**config.mk**
```make
export PLATFORM = sky130hd
export DESIGN_NAME = object_handle_slot_allocator
export DESIGN_NICKNAME = d
export VERILOG_FILES = /design/src/rtl/core/ohsa_pkg.sv /design/src/rtl/core/ohsa_ctrl.sv /design/src/rtl/core/ohsa_datapath.sv /design/src/rtl/core/object_handle_slot_allocator.sv
export SDC_FILE = /design/constraint.sdc
export NUM_CORES = 2
export LEC_CHECK = 0
export BUFFER_PORTS_ARGS = -buffer_cell sky130_fd_sc_hd__buf_2
export CAP_MARGIN = 20
export CELL_PAD_IN_SITES_DETAIL_PLACEMENT = 1
export CELL_PAD_IN_SITES_GLOBAL_PLACEMENT = 1
export CORE_MARGIN = 3
export CORE_UTILIZATION = 30
export CTS_BUF_LIST = sky130_fd_sc_hd__clkbuf_8
export DETAILED_ROUTE_END_ITERATION = 7
export PLACE_DENSITY_LB_ADDON = 0.1
export RECOVER_POWER = 50
export SYNTH_ARGS = -nofsm -noshare
export SYNTH_HDL_FRONTEND = slang
export SYNTH_HIERARCHICAL = 1
export SYNTH_SLANG_ARGS = --single-unit
```
**constraint.sdc**
```tcl
create_clock -name clk -period 7.3 [get_ports clk]
set_clock_uncertainty 0.15 [all_clocks]
set_input_delay 0.73 -clock clk [delete_from_list [all_inputs] [get_ports clk]]
set_output_delay 0.73 -clock clk [all_outputs]
set_load 0.005 [all_outputs]
```
**src/rtl/core/ohsa_pkg.sv**
```systemverilog
package ohsa_pkg;

  localparam int MAX_HANDLES = 1024;
  localparam int HANDLE_W    = 10;
  localparam int COUNT_W     = 11;
  localparam int WORD_W      = 32;
  localparam int BIT_W       = 5;
  localparam int WADDR_W     = HANDLE_W - BIT_W;
  localparam int NUM_WORDS   = MAX_HANDLES / WORD_W;

  localparam int OP_W       = 2;
  localparam int ST_W       = 2;
  localparam int IN_DATA_W  = 16;
  localparam int OUT_DATA_W = 24;

  localparam logic [COUNT_W-1:0] REWIND_MIN = COUNT_W'(2);
  localparam logic [COUNT_W-1:0] LEN_RESET  = COUNT_W'(1);

  localparam logic [OP_W-1:0] OP_ALLOC  = 2'd0;
  localparam logic [OP_W-1:0] OP_FREE   = 2'd1;
  localparam logic [OP_W-1:0] OP_EXISTS = 2'd2;

  localparam logic [ST_W-1:0] ST_OK        = 2'd0;
  localparam logic [ST_W-1:0] ST_NOT_FOUND = 2'd1;
  localparam logic [ST_W-1:0] ST_FULL      = 2'd2;

  typedef struct packed {
    logic load;
    logic start;
    logic eval;
    logic append;
    logic finish;
  } ohsa_cmd_t;

  typedef struct packed {
    logic needs_read;
    logic is_alloc;
    logic found;
    logic more;
    logic out_free;
  } ohsa_stat_t;

endpackage

```
**src/rtl/core/ohsa_ctrl.sv**
```systemverilog
module ohsa_ctrl (
  input  logic                clk,
  input  logic                rst,
  input  logic                in_valid,
  output logic                in_ready,
  input  ohsa_pkg::ohsa_stat_t stat,
  output ohsa_pkg::ohsa_cmd_t  cmd
);

  localparam logic [2:0] S_IDLE   = 3'd0;
  localparam logic [2:0] S_LOOK   = 3'd1;
  localparam logic [2:0] S_EVAL   = 3'd2;
  localparam logic [2:0] S_APPEND = 3'd3;
  localparam logic [2:0] S_FINISH = 3'd4;

  logic [2:0] state;
  logic [2:0] state_next;

  always_ff @(posedge clk) begin
    if (rst) begin
      state <= S_IDLE;
    end else begin
      state <= state_next;
    end
  end

  always_comb begin
    state_next = state;
    cmd        = '0;
    in_ready   = 1'b0;
    unique case (state)
      S_IDLE: begin
        in_ready = 1'b1;
        if (in_valid) begin
          cmd.load   = 1'b1;
          state_next = S_LOOK;
        end
      end
      S_LOOK: begin
        cmd.start = 1'b1;
        priority if (stat.needs_read) begin
          state_next = S_EVAL;
        end else if (stat.is_alloc) begin
          state_next = S_APPEND;
        end else begin
          state_next = S_FINISH;
        end
      end
      S_EVAL: begin
        cmd.eval = 1'b1;
        // An allocate that finds nothing in this word moves on to the next one, or appends a slot when no word is left.
        priority if (!stat.is_alloc || stat.found) begin
          state_next = S_FINISH;
        end else if (stat.more) begin
          state_next = S_EVAL;
        end else begin
          state_next = S_APPEND;
        end
      end
      S_APPEND: begin
        cmd.append = 1'b1;
        state_next = S_FINISH;
      end
      S_FINISH: begin
        if (stat.out_free) begin
          cmd.finish = 1'b1;
          state_next = S_IDLE;
        end
      end
      default: begin
        state_next = S_IDLE;
      end
    endcase
  end

endmodule

```
**src/rtl/core/ohsa_datapath.sv**
```systemverilog
module ohsa_datapath (
  input  logic                                clk,
  input  logic                                rst,
  input  ohsa_pkg::ohsa_cmd_t                 cmd,
  output ohsa_pkg::ohsa_stat_t                stat,
  input  logic [ohsa_pkg::OP_W-1:0]           in_op,
  input  logic [ohsa_pkg::HANDLE_W-1:0]       in_handle,
  input  logic                                out_ready,
  output logic                                out_valid,
  output logic [ohsa_pkg::OUT_DATA_W-1:0]     out_data
);

  logic [ohsa_pkg::WORD_W-1:0] mem [ohsa_pkg::NUM_WORDS];
  logic [ohsa_pkg::NUM_WORDS-1:0] row_valid;
  logic [ohsa_pkg::WORD_W-1:0]    rd_data;

  logic [ohsa_pkg::OP_W-1:0]     op_q;
  logic [ohsa_pkg::HANDLE_W-1:0] handle_q;
  logic [ohsa_pkg::COUNT_W-1:0]  ptr;
  logic [ohsa_pkg::COUNT_W-1:0]  len;
  logic [ohsa_pkg::COUNT_W-1:0]  cnt;
  logic [ohsa_pkg::HANDLE_W-1:0] res_handle;
  logic [ohsa_pkg::ST_W-1:0]     res_status;

  logic [ohsa_pkg::HANDLE_W-1:0] out_handle;
  logic [ohsa_pkg::ST_W-1:0]     out_status;
  logic [ohsa_pkg::COUNT_W-1:0]  out_count;

  logic                           is_alloc;
  logic                           handle_in_len;
  logic                           hit;
  logic                           can_append;
  logic [ohsa_pkg::WORD_W-1:0]    free_mask;
  logic                           found;
  logic [ohsa_pkg::BIT_W-1:0]     found_idx;
  logic [ohsa_pkg::WADDR_W:0]     word_inc;
  logic [ohsa_pkg::COUNT_W-1:0]   next_start;
  logic                           more;
  logic [ohsa_pkg::HANDLE_W-1:0]  found_handle;
  logic [ohsa_pkg::HANDLE_W-1:0]  app_handle;
  logic                           app_pow2;
  logic [ohsa_pkg::COUNT_W-1:0]   half_len;
  logic [ohsa_pkg::COUNT_W-1:0]   rewind_ptr;

  logic                           rd_en;
  logic [ohsa_pkg::WADDR_W-1:0]   rd_addr;
  logic                           wr_en;
  logic [ohsa_pkg::WADDR_W-1:0]   wr_addr;
  logic [ohsa_pkg::BIT_W-1:0]     wr_bit;
  logic                           wr_val;

  assign is_alloc      = (op_q == ohsa_pkg::OP_ALLOC);
  assign handle_in_len = ({1'b0, handle_q} < len);
  assign hit           = rd_data[handle_q[ohsa_pkg::BIT_W-1:0]];
  assign can_append    = (len < ohsa_pkg::COUNT_W'(ohsa_pkg::MAX_HANDLES));

  // Free slots in the current word at or above the pointer and below the length.
  always_comb begin
    logic [ohsa_pkg::HANDLE_W-1:0] g;
    logic [ohsa_pkg::BIT_W-1:0]    b;
    for (int i = 0; i < ohsa_pkg::WORD_W; i++) begin
      b = ohsa_pkg::BIT_W'(i);
      g = {ptr[ohsa_pkg::HANDLE_W-1:ohsa_pkg::BIT_W], b};
      free_mask[i] = !rd_data[i] && (b >= ptr[ohsa_pkg::BIT_W-1:0]) && ({1'b0, g} < len);
    end
  end

  always_comb begin
    found_idx = '0;
    for (int i = ohsa_pkg::WORD_W - 1; i >= 0; i--) begin
      if (free_mask[i]) begin
        found_idx = ohsa_pkg::BIT_W'(i);
      end
    end
  end

  assign found        = |free_mask;
  assign found_handle = {ptr[ohsa_pkg::HANDLE_W-1:ohsa_pkg::BIT_W], found_idx};
  assign word_inc     = {1'b0, ptr[ohsa_pkg::HANDLE_W-1:ohsa_pkg::BIT_W]} + 1'b1;
  assign next_start   = {word_inc, {ohsa_pkg::BIT_W{1'b0}}};
  assign more         = (next_start < len);

  // The pointer equals the length whenever a slot is appended.
  assign app_handle = len[ohsa_pkg::HANDLE_W-1:0];
  assign app_pow2   = ((app_handle & (app_handle - 1'b1)) == '0);
  assign half_len   = len >> 1;
  assign rewind_ptr = (half_len > ohsa_pkg::REWIND_MIN) ? half_len : ohsa_pkg::REWIND_MIN;

  assign stat.needs_read = is_alloc ? (ptr < len)
                         : ((op_q == ohsa_pkg::OP_FREE || op_q == ohsa_pkg::OP_EXISTS)
                            && handle_in_len);
  assign stat.is_alloc   = is_alloc;
  assign stat.found      = found;
  assign stat.more       = more;
  assign stat.out_free   = !out_valid || out_ready;

  always_comb begin
    rd_en   = 1'b0;
    rd_addr = ptr[ohsa_pkg::HANDLE_W-1:ohsa_pkg::BIT_W];
    if (cmd.start) begin
      rd_en   = 1'b1;
      rd_addr = is_alloc ? ptr[ohsa_pkg::HANDLE_W-1:ohsa_pkg::BIT_W]
                         : handle_q[ohsa_pkg::HANDLE_W-1:ohsa_pkg::BIT_W];
    end else if (cmd.eval && is_alloc && !found && more) begin
      rd_en   = 1'b1;
      rd_addr = next_start[ohsa_pkg::HANDLE_W-1:ohsa_pkg::BIT_W];
    end
  end

  always_comb begin
    wr_en   = 1'b0;
    wr_addr = ptr[ohsa_pkg::HANDLE_W-1:ohsa_pkg::BIT_W];
    wr_bit  = found_idx;
    wr_val  = 1'b1;
    if (cmd.eval && is_alloc && found) begin
      wr_en = 1'b1;
    end else if (cmd.eval && op_q == ohsa_pkg::OP_FREE && hit) begin
      wr_en   = 1'b1;
      wr_addr = handle_q[ohsa_pkg::HANDLE_W-1:ohsa_pkg::BIT_W];
      wr_bit  = handle_q[ohsa_pkg::BIT_W-1:0];
      wr_val  = 1'b0;
    end else if (cmd.append && can_append) begin
      wr_en   = 1'b1;
      wr_addr = len[ohsa_pkg::HANDLE_W-1:ohsa_pkg::BIT_W];
      wr_bit  = len[ohsa_pkg::BIT_W-1:0];
    end
  end

  // A row that was never written reads as all free; its first write fills the whole row.
  always_ff @(posedge clk) begin
    if (wr_en) begin
      if (row_valid[wr_addr]) begin
        mem[wr_addr][wr_bit] <= wr_val;
      end else begin
        mem[wr_addr] <= {{(ohsa_pkg::WORD_W-1){1'b0}}, wr_val} << wr_bit;
      end
    end
    if (rd_en) begin
      rd_data <= row_valid[rd_addr] ? mem[rd_addr] : '0;
    end
  end

  always_ff @(posedge clk) begin
    if (rst) begin
      row_valid <= '0;
    end else if (wr_en) begin
      row_valid[wr_addr] <= 1'b1;
    end
  end

  always_ff @(posedge clk) begin
    if (rst) begin
      ptr <= ohsa_pkg::LEN_RESET;
      len <= ohsa_pkg::LEN_RESET;
      cnt <= '0;
    end else begin
      if (cmd.eval) begin
        if (is_alloc) begin
          if (found) begin
            ptr <= {1'b0, found_handle};
            cnt <= cnt + 1'b1;
          end else if (more) begin
            ptr <= next_start;
          end else begin
            ptr <= len;
          end
        end else if (op_q == ohsa_pkg::OP_FREE && hit) begin
          cnt <= cnt - 1'b1;
        end
      end
      if (cmd.append && can_append) begin
        len <= len + 1'b1;
        cnt <= cnt + 1'b1;
        if (app_pow2) begin
          ptr <= rewind_ptr;
        end
      end
    end
  end

  always_ff @(posedge clk) begin
    if (cmd.load) begin
      op_q       <= in_op;
      handle_q   <= in_handle;
      res_handle <= in_handle;
      res_status <= ohsa_pkg::ST_NOT_FOUND;
    end
    if (cmd.eval) begin
      if (is_alloc && found) begin
        res_handle <= found_handle;
        res_status <= ohsa_pkg::ST_OK;
      end else if (!is_alloc && hit) begin
        res_status <= ohsa_pkg::ST_OK;
      end
    end
    if (cmd.append) begin
      if (can_append) begin
        res_handle <= app_handle;
        res_status <= ohsa_pkg::ST_OK;
      end else begin
        res_handle <= '0;
        res_status <= ohsa_pkg::ST_FULL;
      end
    end
  end

  always_ff @(posedge clk) begin
    if (rst) begin
      out_valid <= 1'b0;
    end else if (cmd.finish) begin
      out_valid <= 1'b1;
    end else if (out_ready) begin
      out_valid <= 1'b0;
    end
  end

  always_ff @(posedge clk) begin
    if (cmd.finish) begin
      out_handle <= res_handle;
      out_status <= res_status;
      out_count  <= cnt;
    end
  end

  assign out_data = {1'b0, out_count, out_status, out_handle};

endmodule

```
**src/rtl/core/object_handle_slot_allocator.sv**
```systemverilog
// Channel | Dir | Bits                                | Meaning
// s_*     | in  | tdata[1:0] op, tdata[11:2] handle   | request
// m_*     | out | tdata[9:0] handle, [11:10] status,  | one result per request
//         |     | tdata[22:12] live count             |
// A free or exists request steps through look, eval and finish; look goes straight to
// finish when the handle lies beyond the table length, and for an unused op code.
// An allocate steps through look, then eval for each 32-slot word of the occupied map
// scanned from the pointer (up to 32), then append when the scan finds no free slot, then finish.
// The map is a 32 x 32 memory with one registered read port; its scan sets the rate.
// Reset (rst, synchronous) clears the map through per-row valid bits, so there is no
// clearing pass. A new request is taken while a result waits in the output register,
// but its own result holds the controller until that register is free.
module object_handle_slot_allocator (
  input  logic                              clk,
  input  logic                              rst,
  input  logic                              s_tvalid,
  output logic                              s_tready,
  input  logic [ohsa_pkg::IN_DATA_W-1:0]    s_tdata,  // op, handle
  output logic                              m_tvalid,
  input  logic                              m_tready,
  output logic [ohsa_pkg::OUT_DATA_W-1:0]   m_tdata   // result_handle, status, live_count
);

  ohsa_pkg::ohsa_cmd_t  cmd;
  ohsa_pkg::ohsa_stat_t stat;

  ohsa_ctrl u_ctrl (
    .clk      (clk),
    .rst      (rst),
    .in_valid (s_tvalid),
    .in_ready (s_tready),
    .stat     (stat),
    .cmd      (cmd)
  );

  ohsa_datapath u_datapath (
    .clk       (clk),
    .rst       (rst),
    .cmd       (cmd),
    .stat      (stat),
    .in_op     (s_tdata[ohsa_pkg::OP_W-1:0]),
    .in_handle (s_tdata[ohsa_pkg::OP_W+ohsa_pkg::HANDLE_W-1:ohsa_pkg::OP_W]),
    .out_ready (m_tready),
    .out_valid (m_tvalid),
    .out_data  (m_tdata)
  );

  a_one_at_a_time : assert property (@(posedge clk) disable iff (rst)
    (s_tvalid && s_tready) |=> !s_tready)
    else $error("request accepted while another is in progress");

  // Freed slots below the pointer stay unused once the table is full, so the
  // live count can be anything up to the last handle.
  a_full_means_full : assert property (@(posedge clk) disable iff (rst)
    (m_tvalid && m_tdata[11:10] == ohsa_pkg::ST_FULL)
      |-> (m_tdata[9:0] == '0
           && m_tdata[22:12] <= ohsa_pkg::COUNT_W'(ohsa_pkg::MAX_HANDLES - 1)))
    else $error("full status with a nonzero handle or an impossible live count");

  a_slot_zero_unused : assert property (@(posedge clk) disable iff (rst)
    (m_tvalid && m_tdata[11:10] == ohsa_pkg::ST_OK) |-> (m_tdata[9:0] != '0))
    else $error("slot zero reported live");

endmodule

```
After elaboration in Yosys (flattened, before gate mapping):

Memory sizes are Yosys's and may differ from the RTL's. A register that Yosys moved wholly into a read port is not among the register bits.
Index checks and enable logic that the tools add are counted.

* flip-flop bits (word level): 116
* bits in latches: 0
* RAM bits: 1024
* memory bits (read-only): 0
* word-level logic and storage cells: 400
* memories kept: 1

Memories
* u_datapath.mem: depth 32, width 32, rd ports 1, clocked after Yosys merged registers in 1, wr ports 1, RTL line ohsa_datapath.sv:13 `logic [ohsa_pkg::WORD_W-1:0] mem [ohsa_pkg::NUM_WORDS];`

* add/sub/neg operators: 5
* multiply operators: 0
* div/mod/pow operators: 0
* order comparisons: 75
* equal/unequal tests: 9
* shift operators: 1
* multiplexer cells: 137
* bitwise logic cells: 34
* reduce and logical (&&, ||, !) cells: 125

Operators with widths (number)
* $lt A10 B11 Y1: 33
* $mux W5: 41
* $mux W11: 11
* $ge A5 B5 Y1 const A: 16
* $logic_and A1 B1 Y1: 77
* $mux W1: 61
* $mux W10: 6
* $ge A4 B5 Y1 const A: 8
* $logic_not A1 Y1: 36
* $mux W32: 1
* $or A1 B1 Y1: 32
* $or A32 B32 Y32: 1
* $reduce_or A32 Y1: 1
* $shl A1 B5 Y32: 1
* $lt A5 B6 Y1 const B: 4
* $add A11 B1 Y11 const B: 2
* $lt A11 B11 Y1: 2
* $ge A3 B5 Y1 const A: 4
* $bmux W1 S5: 3
* $mux W3: 5
* $pmux W3 S5: 1
* $mux W2: 6
* $lt A11 B11 Y1 const B: 1
* $sub A11 B1 Y11 const B: 1
* 23 further kinds: 32

Logic depth before layout (Yosys ltp):

* depth in word-level cells: 44
* gate-level depth with buffers: 22
* mapped depth without buffers: 16

Hierarchy:

The synthesis kept the hierarchy.

Modules (own cells, without submodules)
* ohsa_datapath: instances 1, cells an instance 5191, area an instance 56828.3 um^2, seq. area each 34322.9 um^2
* ohsa_ctrl: instances 1, cells an instance 31, area an instance 266.5 um^2, seq. area each 60.1 um^2

Worst setup path before layout:

Ideal clock, no wire load.

* kind: register to register
* start point: register u_datapath/len[8] (netlist name)
* end point: memory u_datapath/mem[0][11] (netlist name), data pin
* data arrival time: 5.145 ns
* required time: 6.773 ns
* path slack: 1.628 ns
* stages on the path, launching flop included: 20
* path buffers: 5
* clock period less this slack: 5.672 ns
* cells stage by stage: dfxtp_1 > clkbuf_1 > inv_1 > ha_1 > and4b_1 > buf_6 > nand4_4 > a221oi_2 > a31oi_1 > nor4_4 > a31o_1 > buf_6 > mux2i_1 > buf_2 > a221oi_1 > o21a_1 > nor3_2 > a21boi_1 > buf_2 > a21oi_1

* word-level cells in the longest chain between the ends: 39
* elaborated cells between the ends (all ways): 117

Ends and longest elaborated chain
* start: declaration: RTL line ohsa_datapath.sv:20 `logic [ohsa_pkg::COUNT_W-1:0] len;`
* start signal: assignment: RTL line ohsa_datapath.sv:154 `len <= ohsa_pkg::LEN_RESET;`
* start signal: assignment: RTL line ohsa_datapath.sv:172 `len <= len + 1'b1;`
* $lt A10 B11 Y1: RTL line ohsa_datapath.sv:64 `free_mask[i] = !rd_data[i] && (b >= ptr[ohsa_pkg::BIT_W-1:0]) && ({1'b0, g} < len);`
* $logic_and A1 B1 Y1: RTL line ohsa_datapath.sv:64
* $mux W5 (32 in a row): RTL line ohsa_datapath.sv:71 `if (free_mask[i]) begin`
* $mux W5: RTL line ohsa_datapath.sv:122 `end else if (cmd.append && can_append) begin`
* $mux W5: RTL line ohsa_datapath.sv:117 `end else if (cmd.eval && op_q == ohsa_pkg::OP_FREE && hit) begin`
* $mux W5: RTL line ohsa_datapath.sv:115 `if (cmd.eval && is_alloc && found) begin`
* $shl A1 B5 Y32: RTL line ohsa_datapath.sv:135 `mem[wr_addr] <= {{(ohsa_pkg::WORD_W-1){1'b0}}, wr_val} << wr_bit;`
* $mux W1 (no source line) *
* end: declaration: RTL line ohsa_datapath.sv:13

Every way passes the cells marked *; elsewhere a longest branch is shown, timed or not. The select of a mux whose other input is x is not followed.

Worst setup path after layout:

* start point: register u_datapath/len[7] (netlist name)
* end point: memory u_datapath/mem[27][0] (netlist name), enable pin

* word-level cells in the longest chain between the ends: 43
* elaborated cells between the ends (all ways): 123

Ends and longest elaborated chain
* $lt A10 B11 Y1: RTL line ohsa_datapath.sv:64
* $logic_and A1 B1 Y1: RTL line ohsa_datapath.sv:64
* $mux W5 (32 in a row): RTL line ohsa_datapath.sv:71
* $mux W5: RTL line ohsa_datapath.sv:122
* $mux W5: RTL line ohsa_datapath.sv:117
* $mux W5: RTL line ohsa_datapath.sv:115
* $lt A5 B6 Y1 (not written as such) or $ge A5 B1 Y1 (tied branches): RTL line ohsa_datapath.sv:133 `mem[wr_addr][wr_bit] <= wr_val;`
* $logic_and A1 B1 Y1 (not written as such): RTL line ohsa_datapath.sv:133
* $mux W1 (not written as such): RTL line ohsa_datapath.sv:133
* $demux W1 S5
* $mux W32 (not written as such): RTL line ohsa_datapath.sv:133
* $or A1 B1 Y1 (no source line)

Parallel ways exist; a longest one is shown, timed or not. The select of a mux whose other input is x is not followed.

==> results.cfg <==
[outcome]
outcome = complete, but fails checks
violations = max-capacitance violations, max-slew violations

[logic_synthesis]
synth_edf_count = 1091
synth_top_area_share_pct = 57.4
synth_cell_type_count = 96
ys_seq_elements = 1172
seq_area_frac_synth_pct = 60.2
synthCells = 5222
synth_top_area_cell = edfxtp_1
syn_nets = 5275
synth_area_leaders = edfxtp_1 57%, a21oi_1 10%, nand2_1 5.3%
ys.flop_type = edfxtp_1
netlist_area_um2 = 57100
yosysWarningCount = 6
synthArstFlopShare_pct = 0
avgSynthCellArea_um2 = 10.9

[clock_tree]
clkLatencyLatePin_ns = 0.99
cts_resized = 0
cts_root_buf = clkbuf_8
cts_tree = done
numCtsBuffers = 218
clock_path_buffers = 3
h-tree-depth = 4
path_clk_slew_ns = 0.07
clock-sinks = 1172

[route]
num_vias = 43800
first_pass_iters = 5
drtIter0Drc = 3495
antenna_left = 0
remaining_drc_errors = 0
routed_via_density = 5.56
wl_per_cell_um = 29.0
drt-total-wl_mm = 228

[worst_setup_path]
r2r-start = u_datapath/len[7]
crit_chain = inv_1 > ha_1 > and4b_1 > nand2_1 > a221o_1 > o31a_1 > nor4_4 > clkbuf_1 > a31oi_4 > buf_4 > a21oi_1 > o21a_1 > o211ai_1 > nor4_4 > nand4_1 > clkbuf_4 > a21oi_1
crit_arrival_ns = 7.32
worstPathRequired_ns = 7.80
cp_max_fo = 32
crit_slowest_cell = nor4_4
crit_path_end = u_datapath/mem[27][0]
max_stage_delay_ns = 0.67
start_kind = flip-flop
critPathCaptureType = flip-flop
reg2reg_slack_ns = 0.48
crit_type = flip-flop to flip-flop
crit_start = u_datapath/len[7]
worstReg2RegEnd = u_datapath/mem[27][0]
r2r_cells = 17

[sta]
final.setup.tns_ns = 0
period_needed_ns = 6.82
finalHoldViolCount = 0
drv_slew = 41
rsz0062_at_grt = false
post-route-period-util_pct = 93.4
worst_pin_slew_ns = 1.74
setup_violations = 0
slew_headroom_pct = -16.6
fmax_ghz = 0.147

[grt]
grt_max_degree = 119
antenna_found_initial = 11
grt_pass1_vias = 44000
track_usage_pct = 22.8
grt.overflow.total = 0
grt_pass1_wl_mm = 327

[die]
chipWidth_um = 442
die_area_um2 = 196000
ios = 46
dieHeight_um = 442
num_rows = 159
start_util_pct = 30.3
coreArea_um2 = 188000

[layout]
drive_above_1_share_pct = 13.4
num-nets-final = 5265
syn2layout_area_growth_pct = 13.9
final_cell_mix = 1177 x a21oi_1, 1091 x edfxtp_1, 778 x nand2_1
final_common_cell = a21oi_1

[job]
drv_cap = 2

[power_and_ir_drop]
total_power_uw = 15600
p_leak_uw = 0.0219
power_density_nw_per_um2 = 240
peakVddDrop_v = 0.000187

[place]
gp_congestion = 0.900
hpwlAfterDp_mm = 126
io_buffers = 40

[min_path]
hp-class = input pin to flip-flop
worst max-delay path, delay by kind of cell, from the launching register on:
kind	cells	cell delay (ns)
buf+inv	4	1.07
compound gates	7	2.38
fa+ha+maj	1	0.37
simple gates	5	2.00
flops	1	0.52
Yosys cell counts, types with 5 or more instances:
master,instances
o31ai_1,10
buf_2,129
o21ai_0,125
and2_1,17
o21a_1,11
or3_1,12
mux2i_1,256
a2111oi_0,6
o221ai_1,33
nor3_1,30
a32oi_1,101
dfxtp_1,81
nor4_1,7
buf_6,49
nor3_2,7
ha_1,33
edfxtp_1,1091
mux2_2,11
a211oi_1,18
a21oi_1,1182
o31a_1,33
o22ai_1,13
mux4_2,13
nor2_1,128
nand3_1,198
xnor2_1,12
a21boi_0,10
buf_4,6
nand4_1,44
a21oi_2,67
clkbuf_1,321
or2_2,5
nor2b_1,18
inv_1,38
a31oi_1,41
a221oi_1,16
buf_1,51
and3_1,41
nand2_1,811
o211ai_1,13
a21o_1,23
nand2b_1,14
area by class of cell:
cell class                 count  area (µm²)
timing repair buffer         326        3070
clock inverter               161         818
clock buffer                 228        3140
tap                         2495        3120
antenna                        2        5.00
sequential                  1172       34400
multi-input combinational   3452       20300
inverter                      42         158
fill                       20500      123000
sequential cells by signal (all words and copies together) (netlist names), 3 cells and up:
register,cells
u_datapath/handle_q,10
u_datapath/ptr,11
u_datapath/len,11
u_datapath/out_count,11
u_datapath/row_valid,32
u_datapath/cnt,11
u_datapath/out_handle,10
u_datapath/rd_data,32
u_datapath/res_handle,10
u_ctrl/state,3
u_datapath/mem,1024
metrics by stage:
stage | util, % | hold WS (ns) | setup WS (ns) | instance area [µm²] | cells
6_report | 34.5 | 0.259 | 0.482 | 65000 | 7878
3_3_place_gp | 32.4 | 0.261 | 0.547 | 61100 | 7469
2_1_floorplan | - | 0.251 | 1.63 | 57100 | 5222
4_1_cts | 34.6 | 0.186 | 0.518 | 65300 | 7873
5_1_grt | 34.5 | 0.250 | 0.108 | 65000 | 7877
3_5_place_dp | 32.5 | 0.268 | 0.568 | 61200 | 7470
what timing repair did:
action / 4_1_cts / 5_1_grt
hold buffers: 14 / 0
endpoints found under the hold margin: 24 / 0
setup buffers: 0 / 0
power breakdown:
part | internal [µW] | switching [µW]
clock | 2990 | 2960
sequential | 7420 | 72.4
combinational | 645 | 1560
total | 11000 | 4580
how the worst min path moves through the flow:
stage                                  start                        to  slack, ns  depth (start not counted)
floorplan           u_datapath/res_handle[3]  u_datapath/out_handle[3]       0.25                          0
finish                                   rst  u_datapath/row_valid[29]       0.26                          3
global route                             rst  u_datapath/row_valid[29]       0.25                          3
detailed placement  u_datapath/res_handle[4]  u_datapath/out_handle[4]       0.27                          0
global placement    u_datapath/res_handle[2]  u_datapath/out_handle[2]       0.26                          0
CTS                                      rst  u_datapath/row_valid[29]       0.19                          3
routing by layer:
metal | vias to the layer above | global-route usage [%] | share of wire [%]
met5 | - | 0 | 0
met4 | 0 | 7.24 | 2.9
met1 | 22900 | 31.3 | 45
met2 | 1106 | 37.2 | 47
li1 | 19500 | - | -
met3 | 320 | 3.19 | 4.6
cells by family (layout without fill, tap and decap cells):
logic type      after synthesis  in the layout  synth area share [%]
compound gates             1763           1763                  18.1
simple gates               1359           1359                  10.6
flops                      1172           1172                  60.2
buf+inv                     598            757                  4.90
mux                         280            280                  5.22
fa+ha+maj                    33             33                 0.723
xor+xnor                     16             16                 0.245
other cells                   1              3               0.00657
(Power assumes the default switching activity.)
